## src/sv/c2d_pkg.sv

```systemverilog
// ---------------------------------------------------------------------------
// c2d_pkg: shared types and constants of the convolution engine
// Opcodes, register indexes, FSM states and the structs passed between the
// front end, the compute back end and the top level.
// ---------------------------------------------------------------------------
package c2d_pkg;

    localparam int DEF_MAX_IN_WIDTH  = 32;
    localparam int DEF_MAX_IN_HEIGHT = 32;
    localparam int DEF_MAX_IN_DEPTH  = 16;
    localparam int DEF_MAX_SIDE      = 7;
    localparam int DEF_MAX_FILTERS   = 16;

    // Depth of the command queue between front and back end
    localparam int QDEPTH = 2;
    localparam int QAW    = $clog2(QDEPTH);

    typedef enum logic [1:0] {
        OP_LOAD_ACT  = 2'd0,
        OP_LOAD_WGT  = 2'd1,
        OP_LOAD_BIAS = 2'd2,
        OP_COMPUTE   = 2'd3
    } op_t;

    typedef enum logic [2:0] {
        CFG_IN_WIDTH    = 3'd0,
        CFG_IN_HEIGHT   = 3'd1,
        CFG_IN_DEPTH    = 3'd2,
        CFG_KERNEL_SIDE = 3'd3,
        CFG_STEP        = 3'd4,
        CFG_PADDING     = 3'd5,
        CFG_NUM_FILTERS = 3'd6
    } cfg_idx_t;

    typedef enum logic [2:0] {
        ST_IDLE,
        ST_SETUP,
        ST_PREP,
        ST_RUN,
        ST_DRAIN,
        ST_FINISH
    } bk_state_t;

    // Effective (clamped) layer geometry
    typedef struct packed {
        logic [5:0] w;
        logic [5:0] h;
        logic [4:0] d;
        logic [2:0] s;
        logic [2:0] st;
        logic [2:0] pad;
        logic [4:0] nf;
    } cfg_t;

    // Classified compute request
    typedef struct packed {
        logic              bad;
        logic [3:0]        filter;
        logic signed [9:0] x0;
        logic signed [9:0] y0;
    } cmd_t;

    // Store write from a load item
    typedef struct packed {
        logic        act_we;
        logic        wgt_we;
        logic        bias_we;
        logic [13:0] addr;
        logic [31:0] data;
    } wr_t;

    // Back end status seen by the front end
    typedef struct packed {
        logic take;
        logic busy;
    } bk_stat_t;

    // Saturate a 32-bit value to signed 16 bits
    function automatic logic [15:0] sat16(input logic signed [31:0] v);
        logic [15:0] r;
        if (v > 32'sd32767)
            r = 16'h7FFF;
        else if (v < -32'sd32768)
            r = 16'h8000;
        else
            r = v[15:0];
        return r;
    endfunction

endpackage

```

## src/sv/c2d_back.sv

```systemverilog
// ---------------------------------------------------------------------------
// c2d_back: multiply-accumulate sequencer
// Walks each window tap over all channels, reads both stores, accumulates
// the products, adds the bias and saturates into the result register.
// ---------------------------------------------------------------------------
module c2d_back import c2d_pkg::*; #(
    parameter int ACT_DEPTH   = 16384,
    parameter int WGT_DEPTH   = 12544,
    parameter int MAX_FILTERS = DEF_MAX_FILTERS,
    localparam int AAW = (ACT_DEPTH > 1) ? $clog2(ACT_DEPTH) : 1,
    localparam int WAW = (WGT_DEPTH > 1) ? $clog2(WGT_DEPTH) : 1,
    localparam int BAW = (MAX_FILTERS > 1) ? $clog2(MAX_FILTERS) : 1
) (
    input  logic           clk,
    input  logic           rst_n,
    input  cfg_t           cfg,
    input  cmd_t           cmd,
    input  logic           cmd_valid,
    output bk_stat_t       bk,
    output logic [AAW-1:0] act_raddr,
    input  logic [15:0]    act_rdata,
    output logic [WAW-1:0] wgt_raddr,
    input  logic [15:0]    wgt_rdata,
    output logic [BAW-1:0] bias_raddr,
    input  logic [31:0]    bias_rdata,
    input  logic           pop,
    output logic           empty,
    output logic [31:0]    result,
    output logic           saturated,
    output logic           bad_request
);

    bk_state_t state_reg, state_next;
    cmd_t      cur_reg;

    logic [5:0]        ss_reg;
    logic [8:0]        fd_reg;
    logic [AAW-1:0]    ybase_reg, plane_reg, pix_reg, aoff_reg;
    logic [WAW-1:0]    fdss_reg, woff_reg;
    logic [5:0]        wtap_reg;
    logic [4:0]        z_reg;
    logic [2:0]        fx_reg, fy_reg;
    logic signed [9:0] ix_reg, iy_reg;
    logic [31:0]       bias_reg;

    logic               v1_reg, v2_reg;
    logic signed [31:0] prod_reg;
    logic signed [47:0] acc_reg;

    logic        out_valid_reg;
    logic [31:0] result_reg;
    logic        sat_reg, bad_reg;

    logic               take, issue, out_load, out_free;
    logic               z_last, fx_last, fy_last, in_range;
    logic signed [16:0] ybase_prod;
    logic signed [47:0] total;
    logic               total_sat;

    assign out_free = !out_valid_reg || pop;
    assign z_last   = (z_reg == cfg.d - 5'd1);
    assign fx_last  = (fx_reg == cfg.s - 3'd1);
    assign fy_last  = (fy_reg == cfg.s - 3'd1);
    assign in_range = !iy_reg[9] && (iy_reg[8:0] < 9'(cfg.h))
                      && !ix_reg[9] && (ix_reg[8:0] < 9'(cfg.w));

    // Next state
    always_comb
    begin
        state_next = state_reg;
        unique case (state_reg)
            ST_IDLE:
                if (cmd_valid)
                    state_next = cmd.bad ? ST_FINISH : ST_SETUP;
            ST_SETUP:  state_next = ST_PREP;
            ST_PREP:   state_next = ST_RUN;
            ST_RUN:
                if (z_last && fx_last && fy_last)
                    state_next = ST_DRAIN;
            ST_DRAIN:
                if (!v1_reg && !v2_reg)
                    state_next = ST_FINISH;
            ST_FINISH:
                if (out_free)
                    state_next = ST_IDLE;
            default:   state_next = ST_IDLE;
        endcase
    end

    // State outputs
    always_comb
    begin
        take     = 1'b0;
        issue    = 1'b0;
        out_load = 1'b0;
        unique case (state_reg)
            ST_IDLE:   take     = cmd_valid;
            ST_RUN:    issue    = 1'b1;
            ST_FINISH: out_load = out_free;
            default:   ;
        endcase
    end

    assign bk.take = take;
    assign bk.busy = (state_reg != ST_IDLE);

    always_ff @(posedge clk or negedge rst_n)
    begin
        if (!rst_n)
            state_reg <= ST_IDLE;
        else
            state_reg <= state_next;
    end

    assign ybase_prod = cur_reg.y0 * $signed({1'b0, cfg.w});

    // Setup products and the tap walk
    always_ff @(posedge clk)
    begin
        if (take)
            cur_reg <= cmd;
        if (state_reg == ST_SETUP)
        begin
            ss_reg    <= 6'(cfg.s * cfg.s);
            fd_reg    <= 9'(cur_reg.filter * cfg.d);
            ybase_reg <= AAW'(ybase_prod);
            plane_reg <= AAW'(cfg.h * cfg.w);
        end
        if (state_reg == ST_PREP)
        begin
            fdss_reg <= WAW'(fd_reg * ss_reg);
            pix_reg  <= ybase_reg + AAW'(cur_reg.x0);
            bias_reg <= bias_rdata;
            aoff_reg <= '0;
            woff_reg <= '0;
            wtap_reg <= '0;
            z_reg    <= '0;
            fx_reg   <= '0;
            fy_reg   <= '0;
            ix_reg   <= cur_reg.x0;
            iy_reg   <= cur_reg.y0;
        end
        if (issue)
        begin
            if (z_last)
            begin
                // advance to the next tap of the window
                z_reg    <= '0;
                aoff_reg <= '0;
                woff_reg <= '0;
                wtap_reg <= wtap_reg + 6'd1;
                if (fx_last)
                begin
                    fx_reg  <= '0;
                    fy_reg  <= fy_reg + 3'd1;
                    ix_reg  <= cur_reg.x0;
                    iy_reg  <= iy_reg + 10'sd1;
                    pix_reg <= pix_reg + AAW'(cfg.w) - AAW'(cfg.s) + AAW'(1);
                end
                else
                begin
                    fx_reg  <= fx_reg + 3'd1;
                    ix_reg  <= ix_reg + 10'sd1;
                    pix_reg <= pix_reg + AAW'(1);
                end
            end
            else
            begin
                z_reg    <= z_reg + 5'd1;
                aoff_reg <= aoff_reg + plane_reg;
                woff_reg <= woff_reg + WAW'(ss_reg);
            end
        end
    end

    assign act_raddr  = aoff_reg + pix_reg;
    assign wgt_raddr  = fdss_reg + woff_reg + WAW'(wtap_reg);
    assign bias_raddr = BAW'(cur_reg.filter);

    // Multiply-accumulate pipeline: read, multiply, add
    always_ff @(posedge clk or negedge rst_n)
    begin
        if (!rst_n)
        begin
            v1_reg <= 1'b0;
            v2_reg <= 1'b0;
        end
        else
        begin
            v1_reg <= issue && in_range;
            v2_reg <= v1_reg;
        end
    end

    always_ff @(posedge clk)
    begin
        prod_reg <= $signed(act_rdata) * $signed(wgt_rdata);
        if (state_reg == ST_PREP)
            acc_reg <= '0;
        else if (v2_reg)
            acc_reg <= acc_reg + 48'(prod_reg);
    end

    // Add bias and clamp to 32 bits
    always_comb
    begin
        total     = acc_reg + 48'($signed(bias_reg));
        total_sat = (total[47:31] != {17{total[31]}});
    end

    // Result register
    always_ff @(posedge clk or negedge rst_n)
    begin
        if (!rst_n)
            out_valid_reg <= 1'b0;
        else if (out_load)
            out_valid_reg <= 1'b1;
        else if (pop)
            out_valid_reg <= 1'b0;
    end

    always_ff @(posedge clk)
    begin
        if (out_load)
        begin
            bad_reg <= cur_reg.bad;
            if (cur_reg.bad)
            begin
                result_reg <= '0;
                sat_reg    <= 1'b0;
            end
            else
            begin
                sat_reg <= total_sat;
                if (!total_sat)
                    result_reg <= total[31:0];
                else if (total[47])
                    result_reg <= 32'h8000_0000;
                else
                    result_reg <= 32'h7FFF_FFFF;
            end
        end
    end

    assign empty       = !out_valid_reg;
    assign result      = result_reg;
    assign saturated   = sat_reg;
    assign bad_request = bad_reg;

endmodule

```

## config.mk

```make
export PLATFORM = sky130hd
export DESIGN_NAME = c2d_back
export DESIGN_NICKNAME = d
export VERILOG_FILES = /design/src/sv/c2d_pkg.sv /design/src/sv/c2d_back.sv
export SDC_FILE = /design/constraint.sdc
export NUM_CORES = 2
export LEC_CHECK = 0
export ABC_AREA = 1
export BUFFER_PORTS_ARGS = -buffer_cell sky130_fd_sc_hd__clkbuf_2
export CAP_MARGIN = 30
export CELL_PAD_IN_SITES_DETAIL_PLACEMENT = 0
export CELL_PAD_IN_SITES_GLOBAL_PLACEMENT = 1
export CORE_MARGIN = 1.5
export CORE_UTILIZATION = 51
export DETAILED_ROUTE_END_ITERATION = 10
export GPL_ROUTABILITY_DRIVEN = 0
export MAX_ROUTING_LAYER = met4
export PLACE_DENSITY_LB_ADDON = 0.1
export SYNTH_ARGS = -nofsm -noshare
export SYNTH_HDL_FRONTEND = slang
export SYNTH_SLANG_ARGS = --single-unit
```

## constraint.sdc

```tcl
create_clock -name clk -period 10.1 [get_ports clk]
set_clock_uncertainty 0.15 [all_clocks]
set_input_delay 1.515 -clock clk [delete_from_list [all_inputs] [get_ports clk]]
set_output_delay 1.515 -clock clk [all_outputs]
set_load 0.02 [all_outputs]
```

==> results.yml <==
run_status:
  status: "finished clean"
worst_hold_path:
  hold_class: "reg -> reg"
  min_path_cells: 0
sta:
  slew_headroom_pct: 34.7
  tightest_slew_ps: 977
  setup_viol: 0
  slew_viol_final: 0
  rsz0062_at_grt: "no"
  post-route-period-util_pct: 68.9
  setup-tns-final_ps: 0
  holdWs_ps: 234
  hold_viol: 0
  clock.fmax_ghz: 0.144
  period_minus_slack_ps: 6960
cells_and_area:
  largest_register_ffs: 48
  area_delta_synth_final_pct: 7.90
  fin_nets: 5915
  diodes: 0
  final_core_util_pct: 55.7
  final_cell_area_sq_um: 40600
  drive_above_1_share_pct: 7.62
  layout_commonest_cell: "nand2_1"
  fin_cells: 6052
  mostFrequentLayoutCells: "nand2_1, inv_1, ha_1"
critical_path:
  crit_path_start_kind: "input port"
  r2r_end: "ybase_reg[13]"
  path_class: "in -> reg"
  cp_num_cells: 20
  critPathTopFamily: "adder cells"
  endpoint_kind: "register"
  setup.worst_path.end: "prod_reg[29]"
  path_buf_inv: 4
  r2r_setup_slack_ps: 5380
  arrival_ps: 7240
  max_stage_delay_ps: 810
  cp.required_ps: 10380
  path_common_cell: "fa_1"
  r2r_cells: 17
  cp_max_fo: 16
  startpoint: "wgt_rdata[1]"
  path_cells: "clkbuf_2 -> nand2_1 -> inv_1 -> fa_1 -> fa_1 -> inv_1 -> fa_1 -> fa_1 -> fa_1 -> fa_1 -> inv_1 -> ha_1 -> nand2_1 -> nor4_1 -> nand3_1 -> nand3_1 -> nand3_1 -> nand2_1 -> a21oi_1 -> xnor2_1"
  slowest_stage: "fa_1"
  r2r-start: "cur_reg[5]"
placement:
  hpwl_um: 78700
  postPlaceCellArea_sq_um: 39300
  io_buffers: 181
  dp_cells: 5979
floorplan:
  fp.coreArea_sq_um: 73000
  io_pins: 193
  dieArea_sq_um: 75500
  start_util_pct: 51.6
  dieWidth_um: 275
  die_y_um: 275
  rows: 99
route:
  drt-pass1-iter-count: 5
  drc: 0
  drt-initial-drc-count: 1634
  via_per_inst: 5.04
  drt.antenna.violating_nets: 0
  wl_um: 95300
  avgRoutedWirePerCell_um: 15.7
  dr_total_vias: 30488
cts:
  clock_latency_ps: 570
  htreeDepth: 2
  cts_resized: 0
  cts.sinks: 310
  cts.reportedPaths.clkPinSlew_ps: 60
  cts_inserted_buffers: 39
  cts_tree: "built"
  post-cts-setup-buffer-count: 0
  clockBufferDepth: 3
  cts_hold_buf: 0
  cts_root_buf: "clkbuf_16"
synthesis:
  synth_cell_type_count: 60
  synth_seq_cells: 310
  synth.top_cell.area_share_pct: 18.9
  netlist_area_sq_um: 37600
  synth-async-reset-ratio_pct: 1.94
  ys_seq_area_share_pct: 21.3
  syn-num-nets: 5805
  avgSynthCellArea_sq_um: 7.60
  synth_edf_count: 178
  yosysWarnings: 0
  synth.top_cells.by_area: "fa_1, edfxtp_1, ha_1"
  synth_flop_cell: "edfxtp_1"
  synth_cells: 4953
  synth_top_cell_by_area: "fa_1"
global_route:
  grt_pass1_wl_um: 154000
  track_usage_pct: 26.5
  overflow: 0
  grt_pass1_vias: 29938
  antenna_found_initial: 0
  grt_max_degree: 76
flow_run:
  max-cap-violations: 0
power:
  p_per_area_nw_per_um2: 347
  leakagePower_nw: 22.0
  ir_worst_vdd_mv: 0.351
report_power, final:
| group | switching (mW) | leakage (nW) | internal (mW) |
|---|---|---|---|
| Clock | 0.583 | 0.602 | 0.785 |
| Combinational | 6.34 | 18.6 | 4.00 |
| Sequential | 0.360 | 2.79 | 2.02 |
worst min path at each step:
stage | slack, ps | startpoint | endpoint
after CTS | 240 | v1_reg | v2_reg
after global placement | 240 | v1_reg | v2_reg
after detailed placement | 220 | v1_reg | v2_reg
final | 230 | v1_reg | v2_reg
after global routing | 250 | v1_reg | v2_reg
after floorplan | 200 | v1_reg | v2_reg
cells in the mapped netlist (17+ instances only):
cell type	instances
o21bai_1	21
clkbuf_1	99
edfxtp_1	178
xor2_1	143
nor2_1	318
nand3_1	145
inv_2	19
dfxtp_1	126
fa_1	355
nand2_2	18
inv_1	1127
nor3_1	38
a31oi_1	21
a21oi_1	272
o21ai_0	179
nand2_1	1149
xnor2_1	63
or2_2	17
nand4_1	39
ha_1	373
a21oi_2	24
o211ai_1	26
metal layers:
layer  wire length, um  global-route usage [%]
met3              3570                    2.19
met1             45100                    35.4
met4              1960                    5.91
met2             44700                    43.7
met5                 0                       -
kinds of logic after synthesis:
kind of cell	Yosys count	synth area share, %
and+or+nand+nor	1795	19.8
buffers and inverters	1273	12.9
adders and majority gates	728	31.3
AOI/OAI and AO/OA	636	9.77
DFF	310	21.3
xor gates and xnor gates	206	4.79
muxes	4	0.106
other	1	0.00996
layout make-up:
| class | instances | area [sq um] |
|---|---|---|
| Fill cell | 7126 | 32300 |
| Multi-Input combinational cell | 3370 | 24800 |
| Sequential cell | 310 | 8020 |
| Inverter | 1149 | 4310 |
| Tap cell | 959 | 1200 |
| Timing Repair Buffer | 193 | 1050 |
| Clock buffer | 47 | 1030 |
| Clock inverter | 24 | 226 |
stage by stage:
| step | worst slack (ps) | total power [mW] |
|---|---|---|
| floorplan | 3080 | 10.3 |
| global placement | 2610 | 12.7 |
| detailed placement | 2580 | 12.8 |
| CTS | 3160 | 14.2 |
| global route | 2770 | 15.8 |
| finish | 3140 | 14.1 |
(Power assumes the default switching activity.)
