[src/sv/c2d_ram.sv]
// ---------------------------------------------------------------------------
// c2d_ram: generic single-port-write, single-port-read RAM
// One write and one registered read per cycle.
// ---------------------------------------------------------------------------
module c2d_ram #(
    parameter int WIDTH = 16,
    parameter int DEPTH = 16,
    localparam int AW = (DEPTH > 1) ? $clog2(DEPTH) : 1
) (
    input  logic             clk,
    input  logic             we,
    input  logic [AW-1:0]    waddr,
    input  logic [WIDTH-1:0] wdata,
    input  logic [AW-1:0]    raddr,
    output logic [WIDTH-1:0] rdata
);

    logic [WIDTH-1:0] mem [DEPTH];
    logic [WIDTH-1:0] rdata_reg;

    // Write port
    always_ff @(posedge clk)
    begin
        if (we)
            mem[waddr] <= wdata;
    end

    // Registered read port
    always_ff @(posedge clk)
    begin
        rdata_reg <= mem[raddr];
    end

    assign rdata = rdata_reg;

endmodule

[config.mk]
export PLATFORM = sky130hd
export DESIGN_NAME = c2d_ram
export DESIGN_NICKNAME = d
export VERILOG_FILES = /design/src/sv/c2d_ram.sv
export SDC_FILE = /design/constraint.sdc
export NUM_CORES = 1
export LEC_CHECK = 0
export ABC_AREA = 1
export ABC_CLOCK_PERIOD_IN_PS = 1450
export BUFFER_PORTS_ARGS = -buffer_cell sky130_fd_sc_hd__buf_2
export CAP_MARGIN = 20
export CORE_MARGIN = 5
export CORE_UTILIZATION = 30
export DETAILED_ROUTE_END_ITERATION = 7
export HOLD_SLACK_MARGIN = 0.12
export REMOVE_ABC_BUFFERS = 1
export SLEW_MARGIN = 20
export SYNTH_ARGS = -nofsm -noshare
export SYNTH_HDL_FRONTEND = slang
export SYNTH_SLANG_ARGS = --single-unit
[constraint.sdc]
create_clock -name clk -period 1.45 [get_ports clk]
set_input_delay 0.2175 -clock clk [delete_from_list [all_inputs] [get_ports clk]]
set_output_delay 0.2175 -clock clk [all_outputs]
set_load 0.02 [all_outputs]
==> results.cfg, run 1 <==
[run_status]
status = complete, no violations

[drt]
ant_nets = 0
drt-total-wl_mm = 27.8
drt_iter0_drc = 712
wl_per_cell_um = 16.4
viasPerCell = 4.40
drt_first_pass_iters = 6
drt_drc_violations_left = 0
num_vias = 7479

[setup_path]
path_buf_inv = 1
r2r_cells = 6
crit_path_start_kind = register
slowest_stage = dfxtp_1
worst_setup_path_end_kind = output pin
max_stage_delay_ns = 0.39
r2r-end = rdata[10]
critPathRequiredTime_ns = 1.23
cp_max_fo = 1
worstSetupPathType = reg2out
crit_arrival_ns = 1.12
worstPathCellList = buf_2
crit_family = flip-flops
timing.rr.start = mem[11][10]
r2r_setup_slack_ns = 0.45

[floorplan]
pin_count = 42
core-area_mm2 = 0.0376
initial_core_util_pct = 30.3
die_h_um = 205
chipWidth_um = 205
die-area_mm2 = 0.0419
rows = 71

[min_path]
hold_start = raddr[3]
min_path_type = in2reg
worstHoldPathCells = 4
holdPathEnd = rdata[11]

[global_route]
grt_max_degree = 76
gr-total-overflow = 0
grt_use_total_pct = 13.4
grt_first_pass_wirelength_mm = 43.5
antenna_found_initial = 3
first_global_vias = 7369

[power_and_ir_drop]
power.leakage_nw = 5.85
seqPwrFrac_pct = 49.1
vdd_ir_drop_max_mv = 1.01
cellPowerDensity_mw_per_mm2 = 1300
power_mw = 18.0
p_int_mw = 14.3
swShare_pct = 20.5
clockPowerShare_pct = 44.3
p_sw_mw = 3.70
pwr-share-comb_pct = 6.6

[timing]
rsz0062_at_grt = no
period_minus_slack_ns = 1.33
worst_pin_slew_ns = 0.386
fin_worst_skew_ns = 0.00575
slew_headroom_pct = 74.3
finalHoldViolCount = 0
setup_viol = 0
fmax_mhz = 749
drv_slew = 0
timing.final.crit_share_pct = 92.0

[finish]
mostFrequentLayoutCell = nand2_1
nFillCells = 3612
layout_common_cells = nand2_1, edfxtp_1, inv_1, nand3_1, buf_2
largest_register_ffs = 256
fin_nets = 1192
drive_gt1_share_pct = 12.8
final_area_mm2 = 0.0138
syn2layout_area_growth_pct = 21.4

[clock_tree]
clk_pin_slew_ns = 0.06
clock-sinks = 272
cts_max_path_buffers = 3
cts_tree = yes
ctsHtreeMaxLevel = 1
root_buffer = clkbuf_16
cts-buffers-inserted = 29
cts_resized = 0
clk_latency_ns = 0.53

[place]
gp_congestion = 0.759
port_buffers = 41
dpl_cell_area_mm2 = 0.0126
hpwl_mm = 16.8

[yosys]
syn_inst = 1074
ys_seq_area_share_pct = 70.4
avgSynthCellArea_um2 = 10.6
syn_area_mm2 = 0.0114
synth_seq_cells = 272
ys_types = 13
yosys_warnings = 0

[job]
max-cap-violations = 0
cell type report:
type / instances / area [µm²] / share of cell area, %
clock buffers: 39 / 773 / 5.59
repair buffers: 112 / 1030 / 7.46
well taps: 511 / 639 / 4.63
inverters: 198 / 744 / 5.39
clock inverters: 13 / 259 / 1.87
diodes: 1 / 2.50 / 0.0181
flip-flops and latches: 272 / 8010 / 57.9
multi-input cells: 553 / 2360 / 17.1
layer usage:
| layer | vias to the layer above | GRT usage, % | wire, µm |
|---|---|---|---|
| met2 | 210 | 22.1 | 13200 |
| met5 | - | 0 | 14 |
| met1 | 3570 | 18.7 | 12400 |
| met4 | 4 | 2.94 | 502 |
| li1 | 3649 | - | - |
| met3 | 46 | 2.04 | 1710 |
kinds of logic (layout without fill, tap and decap cells):
family / Yosys count / in the layout / synth area share (%)
flip-flops: 272 / 272 / 70.4
AND/OR/NAND/NOR: 553 / 553 / 20.4
other: 0 / 1 / 0
buffers and inverters: 249 / 362 / 9.21
power by group through the flow:
stage,Combinational (mW),Sequential (mW),Clock (mW)
2_1_floorplan,0.463,9.06,0
3_3_place_gp,1.16,9.01,0
3_5_place_dp,1.17,9.01,0
4_1_cts,1.21,8.84,8.11
5_1_grt,1.33,8.85,8.45
6_report,1.19,8.84,7.97
how the worst max path moves through the flow:
| stage | startpoint | to | slack [ns] | depth (start not counted) |
|---|---|---|---|---|
| 6_report | rdata[6] | rdata[6] | 0.12 | 1 |
| 5_1_grt | rdata[6] | rdata[6] | 0.09 | 1 |
| 4_1_cts | rdata[6] | rdata[6] | 0.11 | 1 |
| 3_5_place_dp | waddr[3] | mem[6][11] | 0.07 | 4 |
| 3_3_place_gp | we | mem[12][5] | 0.09 | 4 |
| 2_1_floorplan | raddr[0] | rdata[12] | -0.26 | 6 |
what timing repair did:
| action | 4_1_cts | 5_1_grt |
|---|---|---|
| endpoints found under the hold margin | 256 | 0 |
| hold buffers | 16 | 0 |
| buffers inserted | 0 | 0 |
Yosys cell counts, drive strengths merged:
master  count  area share [%]
buf        41             2.4
inv       198             6.5
clkbuf     10            0.33
nor2       17            0.56
edfxtp    256              68
nand3     193             8.5
nand3b      2            0.13
dfxtp      16             2.8
nand2     341              11
stage by stage:
step	worst slack, ns	setup TNS, ns	hold slack [ns]	instances	utilization (%)
global route	0.0869	0	0.210	1699	36.8
detailed placement	0.0741	0	0.620	1630	33.6
global placement	0.0906	0	0.611	1630	33.6
CTS	0.108	0	0.178	1698	36.8
finish	0.115	0	0.192	1699	36.8
floorplan	-0.256	-15.59	0.316	1023	-
Note: power is estimated with default switching activity, not from simulation.
==> run 2, diff against run 1 <==
Settings changed: ABC_CLOCK_PERIOD_IN_PS 1450 to 1200, CORE_UTILIZATION 30 to 40.
Clock period 1.45 ns to 1.2 ns, I/O delays scaled along.
==> run 2 against run 1 <==
Net effect: the run now ends with setup timing left; clock skew grew 0.0036 ns; register-to-register slack lost 0.27 ns; first-iteration DRC count shrank 23%; core utilization grew 12 points; flip-flop and latch count is the same; clock-buffer cell count grew 2; sequential power grew 21%; critical path type unchanged; largest power group unchanged; highest routed layer is now met4.
==> results.cfg, run 2 (same netlist as run 1, synthesis figures left out) <==
[timing]
period_minus_slack_ns = 1.20
timing.final.crit_share_pct = 100
setup_viol = 1
slew_headroom_pct = 76.1
fmax_mhz = 833
drv_slew = 0
finalHoldViolCount = 0
worst_pin_slew_ns = 0.359
fin_ws_ns = -0.000180
rsz0062_at_grt = yes
fin_worst_skew_ns = 0.00935

[run_status]
violations = setup timing
status = finished, violations left

[drt]
drt_first_pass_iters = 5
num_vias = 7455
ant_nets = 0
viasPerCell = 4.76
drt_drc_violations_left = 0
drt_iter0_drc = 549
wl_per_cell_um = 16.8
drt-total-wl_mm = 26.3

[clock_tree]
clock-sinks = 272
clk_latency_ns = 0.54
cts_tree = yes
cts_max_path_buffers = 3
ctsHtreeMaxLevel = 1
root_buffer = clkbuf_16
cts_setup_buffers = 0
clk_pin_slew_ns = 0.06
cts-buffers-inserted = 28

[floorplan]
die-area_mm2 = 0.0319
chipWidth_um = 179
pin_count = 42
core-area_mm2 = 0.0279
initial_core_util_pct = 40.7
die_h_um = 179
rows = 61

[finish]
syn2layout_area_growth_pct = 20.5
multi_input_area_mm2 = 0.00236
layout_common_cells = nand2_1, edfxtp_1, inv_1, nand3_1, buf_4
nFillCells = 2555
drive_gt1_share_pct = 13.9
largest_register_ffs = 256
fin_nets = 1192
mostFrequentLayoutCell = nand2_1
diodes = 0
final_area_mm2 = 0.0137
utilization_pct = 49.1
regArea_mm2 = 0.00802

[min_path]
worstHoldPathCells = 5
min_path_type = in2reg
holdPathEnd = rdata[5]
hold_start = raddr[2]

[power_and_ir_drop]
power.leakage_nw = 5.85
p_sw_mw = 4.51
pwr-share-comb_pct = 7.3
p_int_mw = 16.3
cellPowerDensity_mw_per_mm2 = 1520
swShare_pct = 21.6
seqPwrFrac_pct = 51.3
clockPowerShare_pct = 41.4
vdd_ir_drop_max_mv = 1.08

[setup_path]
r2r_setup_slack_ns = 0.18
timing.rr.start = mem[5][6]
r2r_cells = 6
worstSetupPathType = reg2out
slowest_stage = dfxtp_4
worst_setup_path_end_kind = output pin
crit_path_start_kind = register
cp_max_fo = 1
max_stage_delay_ns = 0.36
r2r-end = rdata[6]
crit_family = flip-flops
critPathRequiredTime_ns = 1.02
path_buf_inv = 1
worstPathCellList = buf_6
crit_arrival_ns = 1.02

[global_route]
antenna_found_initial = 0
grt_use_total_pct = 16.6
grt_first_pass_wirelength_mm = 40.5
gr-total-overflow = 0
grt_max_degree = 53
first_global_vias = 7174

[place]
port_buffers = 41
hpwl_mm = 15.4
gp_congestion = 0.747
dpl_cell_area_mm2 = 0.0125

[job]
max-cap-violations = 0
[run 2: changes by cell type in the layout (fill, tap and decap cells not counted), sizes merged]
| cell | before | now |
|---|---|---|
| bufinv | 8 | 2 |
| clkinv | 6 | 9 |
| clkinvlp | 0 | 1 |
| clkbuf | 39 | 41 |
| dlygate4sd3 | 16 | 17 |
| diode | 1 | 0 |
[run 2: layer usage]
metal / up-vias / global-route usage [%] / share of wire (%) / routed length (µm)
met5: - / 0 / 0 / 0
li1: 3655 / - / - / -
met3: 47 / 2.49 / 7.0 / 1840
met1: 3531 / 23.5 / 44 / 11700
met2: 222 / 26.9 / 46 / 12200
met4: 0 / 4.38 / 2.1 / 563
[run 2: worst max-delay path by stage]
stage	start	endpoint	slack [ns]	cells past startpoint
global placement	waddr[2]	mem[9][10]	-0.13	4
floorplan	raddr[0]	rdata[12]	-0.47	6
finish	rdata[1]	rdata[1]	-0.0002	1
CTS	rdata[1]	rdata[1]	-0.03	1
global route	rdata[1]	rdata[1]	-0.03	1
detailed placement	waddr[3]	mem[7][10]	-0.16	4
[run 2: area by class of cell]
type                            count  share of cell area [%]
Sequential cell                   272                    58.5
Multi-Input combinational cell    553                    17.2
Timing Repair Buffer              113                    8.63
Clock buffer                       41                    5.99
Inverter                          198                    5.43
Tap cell                          378                    3.45
Clock inverter                     11                   0.776
[run 2: worst register-to-register path, cell delays in order, from the launching register on]
cell and delay [ns]:
edfxtp_1 0.37, inv_1 0.06, nand2_1 0.05, nand3_1 0.13, nand3_1 0.09, nand3_1 0.14, nand2_1 0.08
[run 2: metrics by stage]
step / power (mW) / instances / hold slack (ns) / TNS, ns / setup slack (ns)
2_1_floorplan: 11.5 / 1023 / 0.279 / -73.23 / -0.468
3_3_place_gp: 12.3 / 1497 / 0.571 / -15.76 / -0.126
3_5_place_dp: 12.3 / 1497 / 0.573 / -19.36 / -0.156
4_1_cts: 21.0 / 1566 / 0.199 / -0.0267 / -0.0267
5_1_grt: 21.6 / 1566 / 0.224 / -0.0323 / -0.0301
6_report: 20.8 / 1566 / 0.222 / -0.000180 / -0.000180
[run 2: timing repair]
item	4_1_cts	5_1_grt
gates resized for setup	18	13
pin swaps	0	0
endpoints found under the setup margin	8	11
hold endpoints to repair	261	0
hold buffers	17	0
[run 2: power groups by stage]
stage / Combinational, mW / Sequential, mW / Clock, mW
6_report: 1.51 / 10.7 / 8.64
5_1_grt: 1.66 / 10.7 / 9.19
4_1_cts: 1.51 / 10.7 / 8.80
3_5_place_dp: 1.43 / 10.9 / 0
3_3_place_gp: 1.41 / 10.9 / 0
2_1_floorplan: 0.559 / 10.9 / 0
==> run 3, diff against run 2 <==
Settings changed: CORE_UTILIZATION 40 to 35, GPL_TIMING_DRIVEN set to 1.
==> run 3 against run 2 <==
Net effect: critical path depth is the same; core utilization shrank 6.1 points; via count grew 1.0%; critical path type unchanged; sequential share of layout area shrank 0.63 points; the flow now finishes without violations; sequential power is essentially flat; final cell count grew 4.2%; flip-flop and latch count is the same; wire length grew 4.5%; hold slack lost 0.058 ns; combinational power grew 4%; highest routed layer unchanged; clock-buffer cell count shrank 5.
==> results.cfg, run 3 (same netlist as run 1, synthesis figures left out) <==
[run_status]
status = complete, no violations

[finish]
largest_register_ffs = 256
fin_cells = 1632
drive_gt1_share_pct = 14.0
nFillCells = 3008
utilization_pct = 43.0
layout_common_cells = nand2_1, edfxtp_1, inv_1, nand3_1, buf_12
syn2layout_area_growth_pct = 21.9
fin_nets = 1195
diodes = 0
regArea_mm2 = 0.00802
mostFrequentLayoutCell = nand2_1
multi_input_area_mm2 = 0.00236

[global_route]
gr-total-overflow = 0
antenna_found_initial = 0
first_global_vias = 7427
grt_max_degree = 53
grt_use_total_pct = 15.2
grt_first_pass_wirelength_mm = 42.8

[clock_tree]
ctsHtreeMaxLevel = 1
clk_latency_ns = 0.54
clock-sinks = 272
root_buffer = clkbuf_16
cts-buffers-inserted = 28
cts_max_path_buffers = 3
clk_pin_slew_ns = 0.06
cts_tree = yes

[drt]
drt_drc_violations_left = 0
drt_first_pass_iters = 6
drt_iter0_drc = 680
wl_per_cell_um = 16.8
ant_nets = 0
num_vias = 7530
viasPerCell = 4.61
drt-total-wl_mm = 27.5

[timing]
worst_pin_slew_ns = 0.351
setup_viol = 0
timing.final.crit_share_pct = 99.9
fin_worst_skew_ns = 0.00464
fmax_mhz = 834
rsz0062_at_grt = yes
drv_slew = 0
slew_headroom_pct = 76.6
fin_hold_ws_ns = 0.164
setup_tns_ns = 0
period_minus_slack_ns = 1.20
finalHoldViolCount = 0

[min_path]
min_path_type = in2reg
hold_start = raddr[0]
holdPathEnd = rdata[0]
worstHoldPathCells = 7

[power_and_ir_drop]
vdd_ir_drop_max_mv = 0.806
cellPowerDensity_mw_per_mm2 = 1490
power.leakage_nw = 5.86

[setup_path]
worstSetupPathType = reg2out
worst_setup_path_end_kind = output pin
cp_max_fo = 1
critPathRequiredTime_ns = 1.02
worstPathCellList = buf_6
crit_family = flip-flops
r2r_cells = 6
timing.rr.start = mem[15][2]
crit_path_start_kind = register
slowest_stage = dfxtp_4
path_buf_inv = 1
r2r-end = rdata[2]
r2r_setup_slack_ns = 0.27
max_stage_delay_ns = 0.36
crit_arrival_ns = 1.02

[floorplan]
initial_core_util_pct = 35.2
die-area_mm2 = 0.0362
chipWidth_um = 190
pin_count = 42
rows = 66
die_h_um = 190
core-area_mm2 = 0.0323

[place]
gp_congestion = 0.761
dp.cells = 1564
hpwl_mm = 15.9
port_buffers = 41

[job]
max-cap-violations = 0
run 3: changes by cell type in the layout (fill, tap and decap cells not counted):
cell / previous run / this run
buf_12: 26 / 32
buf_4: 37 / 31
clkinv_1: 1 / 6
buf_6: 8 / 12
clkbuf_8: 5 / 1
dfxtp_1: 9 / 5
dfxtp_2: 6 / 10
clkinv_2: 8 / 6
buf_2: 25 / 24
clkbuf_1: 7 / 6
clkinvlp_4: 1 / 2
run 3: how the worst max path moves through the flow:
| stage | from | end | slack, ns | cells past startpoint |
|---|---|---|---|---|
| final | rdata[3] | rdata[3] | 0.001 | 1 |
| after global routing | rdata[3] | rdata[3] | -0.03 | 1 |
| after CTS | rdata[3] | rdata[3] | -0.03 | 1 |
| after detailed placement | waddr[2] | mem[11][12] | -0.14 | 4 |
| after global placement | waddr[2] | mem[11][15] | -0.14 | 4 |
| after floorplan | raddr[0] | rdata[12] | -0.47 | 6 |
run 3: cell type report:
type	count	share of cell area, %
multi-input combinational	553	17.1
clock buffer	36	5.49
clock inverter	15	0.884
sequential	272	57.9
timing repair buffer	116	9.36
tap	442	3.99
inverter	198	5.37
run 3: through the flow:
step | power, mW | setup slack [ns] | cell area (µm²)
2_1_floorplan | 11.5 | -0.468 | 11100
3_3_place_gp | 12.3 | -0.135 | 12700
3_5_place_dp | 12.4 | -0.141 | 12700
4_1_cts | 20.8 | -0.0274 | 13800
5_1_grt | 21.4 | -0.0300 | 13900
6_report | 20.6 | 0.00135 | 13900
run 3: metal layers:
| metal | part of all wire, % | GRT usage (%) |
|---|---|---|
| met1 | 46 | 21.2 |
| met2 | 47 | 25.0 |
| met3 | 5.0 | 2.14 |
| met4 | 2.2 | 4.28 |
| met5 | 0 | 0 |
run 3: power by group:
part	total, mW	switching (mW)	internal [mW]
combinational	1.57	0.976	0.596
clock	8.34	3.45	4.88
sequential	10.7	0.0712	10.6
run 3: what timing repair did:
item / 4_1_cts / 5_1_grt
endpoints found under the setup margin: 13 / 10
setup buffers: 0 / 0
endpoints found under the hold margin: 264 / 0
gates resized for setup: 28 / 12
hold buffers: 17 / 0
