## config.mk

```make
export PLATFORM = sky130hd
export DESIGN_NAME = c2d_front
export DESIGN_NICKNAME = d
export VERILOG_FILES = /design/src/sv/c2d_pkg.sv /design/src/sv/c2d_front.sv
export SDC_FILE = /design/constraint.sdc
export NUM_CORES = 1
export LEC_CHECK = 0
export BUFFER_PORTS_ARGS = -buffer_cell sky130_fd_sc_hd__buf_2
export CAP_MARGIN = 0
export CORE_ASPECT_RATIO = 0.9
export CORE_MARGIN = 2
export CORE_UTILIZATION = 49
export CTS_CLUSTER_SIZE = 8
export DETAILED_ROUTE_END_ITERATION = 6
export PLACE_DENSITY = 0.81
export SLEW_MARGIN = 25
export SYNTH_ARGS = -nofsm -noshare
export SYNTH_HDL_FRONTEND = slang
export SYNTH_SLANG_ARGS = --single-unit
```

## constraint.sdc

```tcl
create_clock -name clk -period 4.59 [get_ports clk]
set_input_delay 0 -clock clk [delete_from_list [all_inputs] [get_ports clk]]
set_output_delay 0 -clock clk [all_outputs]
set_load 0.03 [all_outputs]
```

## src/sv/c2d_pkg.sv

```systemverilog
// ---------------------------------------------------------------------------
// c2d_pkg: shared types and constants of the convolution engine
// Opcodes, register indexes, FSM states and the structs passed between the
// front end, the compute back end and the top level.
// ---------------------------------------------------------------------------
package c2d_pkg;

    localparam int DEF_MAX_IN_WIDTH  = 32;
    localparam int DEF_MAX_IN_HEIGHT = 32;
    localparam int DEF_MAX_IN_DEPTH  = 16;
    localparam int DEF_MAX_SIDE      = 7;
    localparam int DEF_MAX_FILTERS   = 16;

    // Depth of the command queue between front and back end
    localparam int QDEPTH = 2;
    localparam int QAW    = $clog2(QDEPTH);

    typedef enum logic [1:0] {
        OP_LOAD_ACT  = 2'd0,
        OP_LOAD_WGT  = 2'd1,
        OP_LOAD_BIAS = 2'd2,
        OP_COMPUTE   = 2'd3
    } op_t;

    typedef enum logic [2:0] {
        CFG_IN_WIDTH    = 3'd0,
        CFG_IN_HEIGHT   = 3'd1,
        CFG_IN_DEPTH    = 3'd2,
        CFG_KERNEL_SIDE = 3'd3,
        CFG_STEP        = 3'd4,
        CFG_PADDING     = 3'd5,
        CFG_NUM_FILTERS = 3'd6
    } cfg_idx_t;

    typedef enum logic [2:0] {
        ST_IDLE,
        ST_SETUP,
        ST_PREP,
        ST_RUN,
        ST_DRAIN,
        ST_FINISH
    } bk_state_t;

    // Effective (clamped) layer geometry
    typedef struct packed {
        logic [5:0] w;
        logic [5:0] h;
        logic [4:0] d;
        logic [2:0] s;
        logic [2:0] st;
        logic [2:0] pad;
        logic [4:0] nf;
    } cfg_t;

    // Classified compute request
    typedef struct packed {
        logic              bad;
        logic [3:0]        filter;
        logic signed [9:0] x0;
        logic signed [9:0] y0;
    } cmd_t;

    // Store write from a load item
    typedef struct packed {
        logic        act_we;
        logic        wgt_we;
        logic        bias_we;
        logic [13:0] addr;
        logic [31:0] data;
    } wr_t;

    // Back end status seen by the front end
    typedef struct packed {
        logic take;
        logic busy;
    } bk_stat_t;

    // Saturate a 32-bit value to signed 16 bits
    function automatic logic [15:0] sat16(input logic signed [31:0] v);
        logic [15:0] r;
        if (v > 32'sd32767)
            r = 16'h7FFF;
        else if (v < -32'sd32768)
            r = 16'h8000;
        else
            r = v[15:0];
        return r;
    endfunction

endpackage

```

## src/sv/c2d_front.sv

```systemverilog
// ---------------------------------------------------------------------------
// c2d_front: item intake and classification
// Holds load items until the back end is quiet, then writes the stores;
// checks compute requests against output size and filter count, queues them.
// ---------------------------------------------------------------------------
module c2d_front import c2d_pkg::*; #(
    parameter int ACT_DEPTH   = 16384,
    parameter int WGT_DEPTH   = 12544,
    parameter int MAX_FILTERS = DEF_MAX_FILTERS
) (
    input  logic        clk,
    input  logic        rst_n,
    input  logic        push,
    output logic        full,
    input  logic [1:0]  opcode,
    input  logic [13:0] addr,
    input  logic [31:0] data,
    input  logic [4:0]  out_col,
    input  logic [4:0]  out_row,
    input  logic [3:0]  filter_sel,
    input  cfg_t        cfg,
    input  bk_stat_t    bk,
    output cmd_t        cmd,
    output logic        cmd_valid,
    output wr_t         wr
);

    cmd_t        q_reg [QDEPTH];
    logic [QAW-1:0] wptr_reg, rptr_reg;
    logic [QAW:0]   count_reg;

    logic        ld_valid_reg;
    op_t         ld_op_reg;
    logic [13:0] ld_addr_reg;
    logic [31:0] ld_data_reg;

    logic        accept, is_load, ld_fire, q_push, q_pop;
    logic [7:0]  col_pos, row_pos;
    logic [9:0]  col_end, row_end, span_w, span_h;
    cmd_t        new_cmd;

    assign full    = (count_reg == (QAW+1)'(QDEPTH)) || ld_valid_reg;
    assign accept  = push && !full;
    assign is_load = (op_t'(opcode) != OP_COMPUTE);
    assign q_push  = accept && !is_load;
    assign q_pop   = bk.take;
    assign ld_fire = ld_valid_reg && (count_reg == '0) && !bk.busy;

    // Classify a compute request: window must fit padded plane, filter below nf
    always_comb
    begin
        col_pos = 8'(out_col * cfg.st);
        row_pos = 8'(out_row * cfg.st);
        col_end = 10'(col_pos) + 10'(cfg.s);
        row_end = 10'(row_pos) + 10'(cfg.s);
        span_w  = 10'(cfg.w) + 10'({cfg.pad, 1'b0});
        span_h  = 10'(cfg.h) + 10'({cfg.pad, 1'b0});
        new_cmd.bad    = (col_end > span_w) || (row_end > span_h)
                         || (5'(filter_sel) >= cfg.nf);
        new_cmd.filter = filter_sel;
        new_cmd.x0     = $signed(10'(col_pos)) - $signed(10'(cfg.pad));
        new_cmd.y0     = $signed(10'(row_pos)) - $signed(10'(cfg.pad));
    end

    // Command queue
    always_ff @(posedge clk or negedge rst_n)
    begin
        if (!rst_n)
        begin
            wptr_reg  <= '0;
            rptr_reg  <= '0;
            count_reg <= '0;
        end
        else
        begin
            if (q_push)
                wptr_reg <= wptr_reg + 1'b1;
            if (q_pop)
                rptr_reg <= rptr_reg + 1'b1;
            if (q_push && !q_pop)
                count_reg <= count_reg + 1'b1;
            else if (!q_push && q_pop)
                count_reg <= count_reg - 1'b1;
        end
    end

    always_ff @(posedge clk)
    begin
        if (q_push)
            q_reg[wptr_reg] <= new_cmd;
    end

    assign cmd       = q_reg[rptr_reg];
    assign cmd_valid = (count_reg != '0);

    // Hold a load until earlier computes are done
    always_ff @(posedge clk or negedge rst_n)
    begin
        if (!rst_n)
            ld_valid_reg <= 1'b0;
        else if (accept && is_load)
            ld_valid_reg <= 1'b1;
        else if (ld_fire)
            ld_valid_reg <= 1'b0;
    end

    always_ff @(posedge clk)
    begin
        if (accept && is_load)
        begin
            ld_op_reg   <= op_t'(opcode);
            ld_addr_reg <= addr;
            if (op_t'(opcode) == OP_LOAD_BIAS)
                ld_data_reg <= data;
            else
                ld_data_reg <= 32'($signed(sat16($signed(data))));
        end
    end

    // Drive the store writes, dropping addresses beyond each store
    always_comb
    begin
        wr.addr    = ld_addr_reg;
        wr.data    = ld_data_reg;
        wr.act_we  = ld_fire && (ld_op_reg == OP_LOAD_ACT)
                     && (32'(ld_addr_reg) < 32'(ACT_DEPTH));
        wr.wgt_we  = ld_fire && (ld_op_reg == OP_LOAD_WGT)
                     && (32'(ld_addr_reg) < 32'(WGT_DEPTH));
        wr.bias_we = ld_fire && (ld_op_reg == OP_LOAD_BIAS)
                     && (32'(ld_addr_reg) < 32'(MAX_FILTERS));
    end

endmodule

```

==> flow_metrics.py, run 1 <==
metrics = {
    "cts": {
        "cts_sinks": 99,
        "clk-insertion-delay-late_ns": 0.34,
        "path_clk_slew_ns": 0.07,
        "cts_max_level": 3,
        "cts_resized": 0,
        "cts_root_buf": "clkbuf_16",
        "cts_buffers": 9,
        "clk_path_buf_depth": 2,
        "cts_tree": "built",
    },
    "detailed_routing": {
        "via_count": 4593,
        "ant_nets": 0,
        "first_pass_iters": 4,
        "avgViaCountPerCell": 5.33,
        "routedWlPerCell_um": 17.5,
        "wirelength_um": 15000,
        "drc": 0,
        "drtIter0Drc": 428,
    },
    "worst_setup_path": {
        "r2r_start": "count_reg[0]$_DFFE_PN0P_",
        "crit_path_top_delay_cell": "fa_1",
        "critPathLaunch": "cfg[10]",
        "cp_num_buf_inv": 2,
        "cp-endpoint": "q_reg[1][24]$_DFFE_PP_",
        "crit_chain": "buf_2 -> nand2_1 -> fa_1 -> inv_1 -> ha_1 -> fa_1 -> xnor2_1 -> nand2b_1 -> nor2_1 -> xor2_1 -> ha_1 -> a211oi_1 -> o21ai_0 -> o221ai_1 -> o311a_1 -> o221ai_1",
        "crit_cells": 16,
        "critPathMaxStageDelay_ns": 0.53,
        "endpoint_kind": "flip-flop",
        "r2r_cells": 6,
        "startpoint_type": "input port",
        "path_max_fanout": 10,
        "r2r_end": "ld_data_reg[21]$_DFFE_PP_",
        "cp.arrival_ns": 3.63,
        "cp_top_family": "adder cells",
        "path_class": "input port to flip-flop",
        "regToRegSetupSlack_ns": 2.35,
        "worstPathRequired_ns": 4.64,
    },
    "place": {
        "numPortBuffers": 168,
        "place.gp.congestion": 0.912,
        "place_ws_ns": 0.657,
        "dp_hpwl_um": 10600,
    },
    "synth": {
        "synthArstFlopShare_pct": 5.05,
        "synth_area_leaders": "edfxtp_1 (48%), ha_1 (11%), fa_1 (4.7%)",
        "syn_area_per_cell_um2": 12.4,
        "synth_top_area_cell": "edfxtp_1",
        "synth.net_count": 641,
        "yosysTopAreaCellShare_pct": 47.5,
        "synthCells": 478,
        "synth_edf_count": 94,
        "ys_seq_area_share_pct": 49.6,
        "yosysWarningCount": 0,
        "synth.ff_latch_count": 99,
        "ys_types": 48,
        "synth_ff_type": "edfxtp_1",
        "syn_area_um2": 5940,
    },
    "global_route": {
        "grt_usage_pct": 23.2,
        "grt_pass1_vias": 4844,
        "grt_max_degree": 35,
        "grt_pass1_wl_um": 23600,
        "antenna_found_initial": 0,
        "overflow": 0,
    },
    "cells_and_area": {
        "finalNetCount": 859,
        "final_util_pct": 65.1,
        "diodes": 0,
        "syn_to_final_growth_pct": 30.8,
        "final_common_cell": "buf_2",
        "drive_gt1_share_pct": 34.0,
        "final_cell_mix": "buf_2 (168), edfxtp_1 (94), dlygate4sd3_1 (53)",
        "largest_reg_flops": 46,
    },
    "power": {
        "irDropWorstVdd_mv": 0.161,
        "cellLeakagePower_nw": 3.50,
        "p_per_area_nw_per_um2": 410,
    },
    "run_status": {
        "status": "finished clean",
    },
    "die": {
        "dieHeight_um": 108,
        "rows": 38,
        "ios": 174,
        "dieWidth_um": 120,
        "coreArea_um2": 11900,
        "die-area_um2": 13000,
        "initial_core_util_pct": 49.8,
    },
    "timing": {
        "skew_ns": 0.00512,
        "finalHoldViolations": 0,
        "rsz0062_at_grt": "no",
        "tns_ns": 0,
        "slew_headroom_pct": 36.2,
        "finalMaxSlewViolations": 0,
        "setup_viol": 0,
        "max_freq_mhz": 280,
        "min_period_ns": 3.58,
        "worst_pin_slew_ns": 0.955,
        "period_share_pct": 77.9,
        "timing.final.ws_setup_ns": 1.01,
    },
    "worst_hold_path": {
        "hold_class": "input port to asynchronous set/reset pin",
    },
    "flow_run": {
        "maxCapViolations": 0,
    },
}
-- routing by layer --
| layer | vias to the layer above | wire (µm) | part of all wire [%] | global-route usage [%] |
|---|---|---|---|---|
| met2 | 214 | 7700 | 51 | 42.9 |
| met3 | 33 | 1120 | 7.5 | 5.43 |
| met5 | - | 0 | 0 | 0 |
| met1 | 2191 | 5810 | 39 | 25.9 |
| li1 | 2155 | - | - | - |
| met4 | 0 | 411 | 2.7 | 9.50 |
-- report_power, final --
part	internal [W]	switching [W]
Sequential	0.00115	0.0000903
Clock	0.000422	0.000321
Combinational	0.000468	0.000733
Total	0.00204	0.00114
-- worst min path at each step --
stage	to	slack (ns)	startpoint
finish	count_reg[0]$_DFFE_PN0P_	0.03	rst_n
global route	rptr_reg$_DFFE_PN0P_	0.03	rst_n
CTS	rptr_reg$_DFFE_PN0P_	0.02	rst_n
detailed placement	ld_valid_reg$_DFFE_PN0P_	-0.18	rst_n
global placement	ld_valid_reg$_DFFE_PN0P_	-0.19	rst_n
floorplan	count_reg[0]$_DFFE_PN0P_	-0.30	rst_n
-- cell type report --
class / count / area (µm²)
fillers: 893 / 4170
flip-flops and latches: 99 / 2950
multi-input cells: 319 / 2750
repair buffers: 224 / 1410
clock buffers: 10 / 229
well taps: 160 / 200
inverters: 43 / 161
clock inverters: 6 / 66.3
-- synthesized netlist by cell type (2+ instances only) --
| cell type | instances |
|---|---|
| a211oi_1 | 6 |
| a21boi_0 | 2 |
| a21o_1 | 25 |
| a21o_2 | 15 |
| a21oi_1 | 14 |
| a31oi_1 | 2 |
| and2_1 | 12 |
| buf_2 | 3 |
| buf_4 | 2 |
| buf_6 | 4 |
| clkbuf_1 | 8 |
| dfrtp_1 | 5 |
| edfxtp_1 | 94 |
| fa_1 | 14 |
| ha_1 | 51 |
| inv_1 | 43 |
| mux2_2 | 23 |
| nand2_1 | 30 |
| nand2b_1 | 7 |
| nand3_1 | 8 |
| nand4_1 | 6 |
| nor2_1 | 14 |
| nor2b_1 | 8 |
| nor3_1 | 5 |
| nor4_1 | 7 |
| o21ai_0 | 11 |
| o221ai_1 | 3 |
| or2_1 | 2 |
| xnor2_1 | 21 |
| xor2_1 | 14 |
| xor2_2 | 2 |
-- cell families (layout without fill, tap and decap cells) --
kind of cell / count (synthesis) / count (layout) / share of synthesized area, %
AOI/OAI and AO/OA: 87 / 87 / 10.7
xor gates and xnor gates: 38 / 38 / 5.98
buffers and inverters: 60 / 283 / 4.49
and+or+nand+nor: 106 / 106 / 9.36
adders and majority gates: 65 / 65 / 15.5
DFF: 99 / 99 / 49.6
muxes: 23 / 23 / 4.36
-- stage by stage --
step | hold slack, ns | cells | instance area, µm² | total power [W]
6_report | 0.0344 | 861 | 7770 | 0.00318
5_1_grt | 0.0336 | 861 | 7770 | 0.00333
4_1_cts | 0.0250 | 860 | 7730 | 0.00316
3_5_place_dp | -0.176 | 791 | 6910 | 0.00239
3_3_place_gp | -0.185 | 791 | 6910 | 0.00234
2_1_floorplan | -0.296 | 478 | 5940 | 0.00208
-- repair_timing --
| item | CTS | global route |
|---|---|---|
| hold buffers | 53 | 0 |
| setup endpoints to repair | 0 | 0 |
| buffers inserted | 0 | 0 |
| endpoints found under the hold margin | 61 | 0 |
Note: power is estimated with default switching activity, not from simulation.
==> inputs of run 2 (changes only) <==
--- a/config.mk
+++ b/config.mk
@@ -9,10 +9,10 @@
 export CAP_MARGIN = 0
 export CORE_ASPECT_RATIO = 0.9
 export CORE_MARGIN = 2
-export CORE_UTILIZATION = 49
+export CORE_UTILIZATION = 48
 export CTS_CLUSTER_SIZE = 8
 export DETAILED_ROUTE_END_ITERATION = 6
-export PLACE_DENSITY = 0.81
+export PLACE_DENSITY = 0.83
 export SLEW_MARGIN = 25
 export SYNTH_ARGS = -nofsm -noshare
 export SYNTH_HDL_FRONTEND = slang
==> constraint.sdc (replaced) <==
create_clock -name clk -period 3.2 [get_ports clk]
set_input_delay 0 -clock clk [delete_from_list [all_inputs] [get_ports clk]]
set_output_delay 0 -clock clk [all_outputs]
set_load 0.03 [all_outputs]
==> flow_metrics.py, run 2 (synthesized netlist as in run 1, its figures left out) <==
metrics = {
    "timing": {
        "finalHoldViolations": 0,
        "skew_ns": 0.00784,
        "worst_pin_slew_ns": 0.953,
        "setup_viol": 0,
        "tns_ns": 0,
        "max_freq_mhz": 326,
        "slew_headroom_pct": 36.3,
        "finalMaxSlewViolations": 0,
        "period_share_pct": 96.0,
        "min_period_ns": 3.07,
    },
    "cts": {
        "cts_root_buf": "clkbuf_16",
        "cts_max_level": 3,
        "cts_sinks": 99,
        "path_clk_slew_ns": 0.07,
        "clk_path_buf_depth": 2,
        "cts_tree": "built",
        "clk-insertion-delay-late_ns": 0.34,
        "cts_buffers": 9,
    },
    "power": {
        "p_sw_w": 0.00164,
        "p_per_area_nw_per_um2": 577,
        "power_frac_seq_pct": 37.9,
        "cellLeakagePower_nw": 3.68,
        "irDropWorstVdd_mv": 0.369,
        "power_frac_clock_pct": 22.8,
        "power_w": 0.00468,
        "intPower_w": 0.00304,
        "power_frac_comb_pct": 39.2,
        "power_switching_share_pct": 35.1,
    },
    "detailed_routing": {
        "first_pass_iters": 6,
        "routedWlPerCell_um": 16.4,
        "ant_nets": 0,
        "drc": 0,
        "wirelength_um": 14700,
        "via_count": 4675,
        "drtIter0Drc": 382,
        "avgViaCountPerCell": 5.22,
    },
    "run_status": {
        "status": "finished clean",
    },
    "cells_and_area": {
        "final_cell_mix": "buf_2 (166), edfxtp_1 (94), dlygate4sd3_1 (53)",
        "drive_gt1_share_pct": 39.4,
        "syn_to_final_growth_pct": 36.5,
        "largest_reg_flops": 46,
        "finalNetCount": 894,
        "diodes": 0,
        "fillCellCount": 841,
        "final_cells": 896,
        "multi_input_area_um2": 2840,
        "regArea_um2": 2950,
        "final_common_cell": "buf_2",
    },
    "worst_setup_path": {
        "worstPathRequired_ns": 3.27,
        "crit_path_top_delay_cell": "fa_1",
        "path_max_fanout": 6,
        "crit_chain": "clkbuf_4 -> nand2_4 -> fa_1 -> inv_1 -> ha_2 -> fa_2 -> a21o_1 -> a21oi_2 -> xnor2_2 -> xnor2_1 -> ha_1 -> a211oi_2 -> o21ai_1 -> o221ai_1 -> o311a_1 -> o221ai_2",
        "cp.arrival_ns": 3.14,
        "startpoint_type": "input port",
        "path_class": "input port to flip-flop",
        "critPathMaxStageDelay_ns": 0.53,
        "endpoint_kind": "flip-flop",
    },
    "die": {
        "ios": 174,
        "dieWidth_um": 121,
        "die-area_um2": 13300,
        "dieHeight_um": 110,
        "rows": 38,
        "initial_core_util_pct": 49.2,
        "coreArea_um2": 12100,
    },
    "place": {
        "numPortBuffers": 168,
        "dp_cells": 825,
        "dp_hpwl_um": 10500,
        "place.gp.congestion": 0.857,
    },
    "global_route": {
        "antenna_found_initial": 0,
        "grt_max_degree": 41,
        "grt_pass1_wl_um": 22300,
        "grt_usage_pct": 21.6,
        "grt_pass1_vias": 4694,
        "overflow": 0,
    },
    "worst_hold_path": {
        "hold_class": "input port to asynchronous set/reset pin",
    },
    "flow_run": {
        "maxCapViolations": 0,
    },
}
[run 2: cell count changes in the layout (fill, tap and decap cells not counted), moves of 3 or more]
| cell | before | now |
|---|---|---|
| buf_4 | 2 | 38 |
| ha_1 | 51 | 47 |
| ha_2 | 0 | 4 |
| a211oi_1 | 6 | 3 |
| a211oi_2 | 1 | 4 |
| nand2_1 | 30 | 27 |
| o21ai_0 | 11 | 8 |
[run 2: path summary, 6_finish.rpt]
kind                                              to  depth (start not counted)  slack (ns)                      from
setup / recovery              q_reg[1][24]$_DFFE_PP_                         16        0.13                    cfg[8]
hold / removal                  rptr_reg$_DFFE_PN0P_                          2        0.02                     rst_n
setup reg to reg           ld_data_reg[30]$_DFFE_PP_                          5        1.18  count_reg[0]$_DFFE_PN0P_
hold reg to reg             count_reg[1]$_DFFE_PN0P_                          1        0.50  count_reg[1]$_DFFE_PN0P_
max in group asynchronous       rptr_reg$_DFFE_PN0P_                          2        3.04                     rst_n
min in group clk            ld_valid_reg$_DFFE_PN0P_                          3        0.09                     bk[0]
[run 2: power groups by stage]
stage / combinational [W] / sequential, W / clock, W
final: 0.00184 / 0.00177 / 0.00107
after floorplan: 0.00112 / 0.00189 / 0
after global routing: 0.00198 / 0.00179 / 0.00112
after global placement: 0.00169 / 0.00178 / 0
after CTS: 0.00180 / 0.00177 / 0.00108
after detailed placement: 0.00174 / 0.00179 / 0
[run 2: cell type report]
cell class,count,area share [%]
clock inverter,4,0.633
timing repair buffer,259,20.5
multi-input combinational,319,35.0
sequential,99,36.4
tap,160,2.47
clock buffer,12,3.04
inverter,43,1.99
[run 2: per-layer routing]
layer | track usage (%) | vias to the layer above | part of all wire (%)
met1 | 24.2 | 2202 | 39
met2 | 40.9 | 211 | 52
met3 | 4.36 | 34 | 7.1
met5 | 0 | - | 0
li1 | - | 2228 | -
met4 | 7.88 | 0 | 2.4
[run 2: through the flow]
step | hold WS (ns) | setup WS [ns] | instance area (µm²) | utilization, %
6_report | 0.0218 | 0.128 | 8110 | 67.1
5_1_grt | 0.0400 | -0.0121 | 8110 | 67.1
4_1_cts | 0.0128 | 0.0787 | 8050 | 66.6
3_5_place_dp | -0.179 | -0.282 | 7220 | 59.8
3_3_place_gp | -0.183 | -0.187 | 7220 | 59.8
2_1_floorplan | -0.296 | -0.0160 | 6060 | -
[run 2: repair_timing]
item                                    CTS  global route
endpoints found under the setup margin    0             2
buffers inserted                          0             2
endpoints found under the hold margin    61             0
gates resized for setup                   0            11
hold buffers                             53             0
[run 2: worst max-delay path: cells and delay by family]
family	cells	cell delay [ns]
xor gates and xnor gates	2	0.28
buffers and inverters	2	0.19
adders and majority gates	4	1.45
and+or+nand+nor	1	0.05
AOI/OAI and AO/OA	7	1.15
==> inputs of run 3 (changes only) <==
--- a/config.mk
+++ b/config.mk
@@ -12,7 +12,7 @@
 export CORE_UTILIZATION = 48
 export CTS_CLUSTER_SIZE = 8
 export DETAILED_ROUTE_END_ITERATION = 6
-export PLACE_DENSITY = 0.83
+export PLACE_DENSITY_LB_ADDON = 0.08
 export SLEW_MARGIN = 25
 export SYNTH_ARGS = -nofsm -noshare
 export SYNTH_HDL_FRONTEND = slang
==> flow_metrics.py, run 3 (synthesized netlist as in run 1, its figures left out) <==
metrics = {
    "global_route": {
        "grt_pass1_wl_um": 20600,
        "grt_usage_pct": 20.0,
        "antenna_found_initial": 0,
        "grt_max_degree": 50,
        "grt_pass1_vias": 4378,
        "overflow": 0,
    },
    "timing": {
        "finalHoldViolations": 0,
        "worst_pin_slew_ns": 0.922,
        "period_share_pct": 93.9,
        "finalMaxSlewViolations": 0,
        "rsz0062_at_grt": "no",
        "setup_viol": 0,
        "skew_ns": 0.00876,
        "max_freq_mhz": 333,
        "tns_ns": 0,
        "slew_headroom_pct": 38.4,
        "min_period_ns": 3.00,
    },
    "detailed_routing": {
        "drtIter0Drc": 383,
        "via_count": 4471,
        "ant_nets": 0,
        "avgViaCountPerCell": 4.99,
        "routedWlPerCell_um": 15.0,
        "first_pass_iters": 4,
        "drc": 0,
        "wirelength_um": 13400,
    },
    "cts": {
        "cts_sinks": 99,
        "cts_buffers": 9,
        "cts_root_buf": "clkbuf_16",
        "cts_tree": "built",
        "path_clk_slew_ns": 0.07,
        "clk-insertion-delay-late_ns": 0.34,
        "clk_path_buf_depth": 2,
        "cts_max_level": 3,
    },
    "power": {
        "p_sw_w": 0.00162,
        "power_frac_seq_pct": 38.8,
        "cellLeakagePower_nw": 3.68,
        "p_per_area_nw_per_um2": 564,
        "irDropWorstVdd_mv": 0.346,
        "power_switching_share_pct": 35.6,
        "power_frac_comb_pct": 39.7,
        "intPower_w": 0.00293,
        "power_frac_clock_pct": 21.5,
    },
    "cells_and_area": {
        "final_common_cell": "buf_2",
        "drive_gt1_share_pct": 38.9,
        "final_util_pct": 66.8,
        "finalNetCount": 894,
        "diodes": 0,
        "syn_to_final_growth_pct": 35.8,
        "stdcell_area_um2": 8070,
        "final_cell_mix": "buf_2 (168), edfxtp_1 (94), dlygate4sd3_1 (54)",
        "largest_reg_flops": 46,
    },
    "worst_setup_path": {
        "cp-endpoint": "q_reg[0][24]$_DFFE_PP_",
        "regToRegSetupSlack_ns": 1.38,
        "r2r_end": "q_reg[1][2]$_DFFE_PP_",
        "worstPathRequired_ns": 3.26,
        "cp.arrival_ns": 3.07,
        "endpoint_kind": "flip-flop",
        "path_class": "input port to flip-flop",
        "r2r_start": "count_reg[0]$_DFFE_PN0P_",
        "startpoint_type": "input port",
        "r2r_cells": 6,
        "critPathLaunch": "cfg[10]",
        "path_max_fanout": 5,
    },
    "flow_run": {
        "maxCapViolations": 0,
    },
    "place": {
        "placed_cell_area_um2": 7220,
        "dp_hpwl_um": 10100,
        "place.gp.congestion": 0.795,
        "numPortBuffers": 168,
    },
    "run_status": {
        "status": "finished clean",
    },
    "die": {
        "dieHeight_um": 110,
        "ios": 174,
        "rows": 38,
        "die-area_um2": 13300,
        "coreArea_um2": 12100,
        "dieWidth_um": 121,
        "initial_core_util_pct": 49.2,
    },
    "worst_hold_path": {
        "hold_class": "input port to flip-flop",
    },
}
run 3: area by class of cell:
type	count	area, µm²
multi-input cells	319	2830
flip-flops and latches	99	2950
repair buffers	259	1660
clock inverters	6	41.3
fillers	923	4010
well taps	160	200
inverters	43	161
clock buffers	10	229
run 3: what timing repair did:
item / in CTS / in global routing
endpoints found under the hold margin: 61 / 0
resized for setup: 0 / 5
endpoints found under the setup margin: 0 / 2
hold buffers: 54 / 0
buffers inserted: 0 / 1
run 3: worst max-delay path: stages:
cell      delay, ns
buf_2          0.12
buf_4          0.14
nand2_2        0.05
fa_1           0.47
inv_1          0.04
ha_2           0.18
fa_2           0.41
a21o_1         0.20
a21oi_2        0.17
xnor2_2        0.15
xnor2_1        0.14
ha_1           0.28
a211oi_2       0.18
o21ai_1        0.10
o221ai_2       0.14
o311a_1        0.18
o221ai_1       0.12
run 3: how the worst min path moves through the flow:
stage,cells after the start,slack [ns],to,start
finish,3,0.07,ld_valid_reg$_DFFE_PN0P_,bk[0]
detailed placement,1,-0.18,rptr_reg$_DFFE_PN0P_,rst_n
global placement,1,-0.18,ld_valid_reg$_DFFE_PN0P_,rst_n
CTS,3,0.05,ld_valid_reg$_DFFE_PN0P_,bk[0]
floorplan,0,-0.30,count_reg[0]$_DFFE_PN0P_,rst_n
global route,3,0.08,ld_data_reg[15]$_DFFE_PP_,data[15]
run 3: power groups by stage:
stage,combinational (W),sequential [W],clock [W]
after floorplan,0.00112,0.00189,0
after global placement,0.00170,0.00179,0
after detailed placement,0.00173,0.00179,0
after CTS,0.00179,0.00177,0.00101
after global routing,0.00197,0.00179,0.00107
final,0.00181,0.00176,0.000980
run 3: per-stage QoR:
step / power (W) / std cells / setup slack (ns) / hold WS, ns
after floorplan: 0.00301 / 478 / -0.0160 / -0.296
after global placement: 0.00349 / 825 / -0.195 / -0.180
after detailed placement: 0.00352 / 825 / -0.252 / -0.180
after CTS: 0.00457 / 895 / 0.118 / 0.0538
after global routing: 0.00482 / 896 / 0.00118 / 0.0825
final: 0.00455 / 896 / 0.196 / 0.0680
run 3: layer usage:
metal  wire (µm)  GRT usage (%)  up-vias
met2        6600           35.9      139
met4         118           4.68        0
met5           0              0        -
li1            -              -     2233
met1        5850           24.8     2091
met3         867           4.15        8
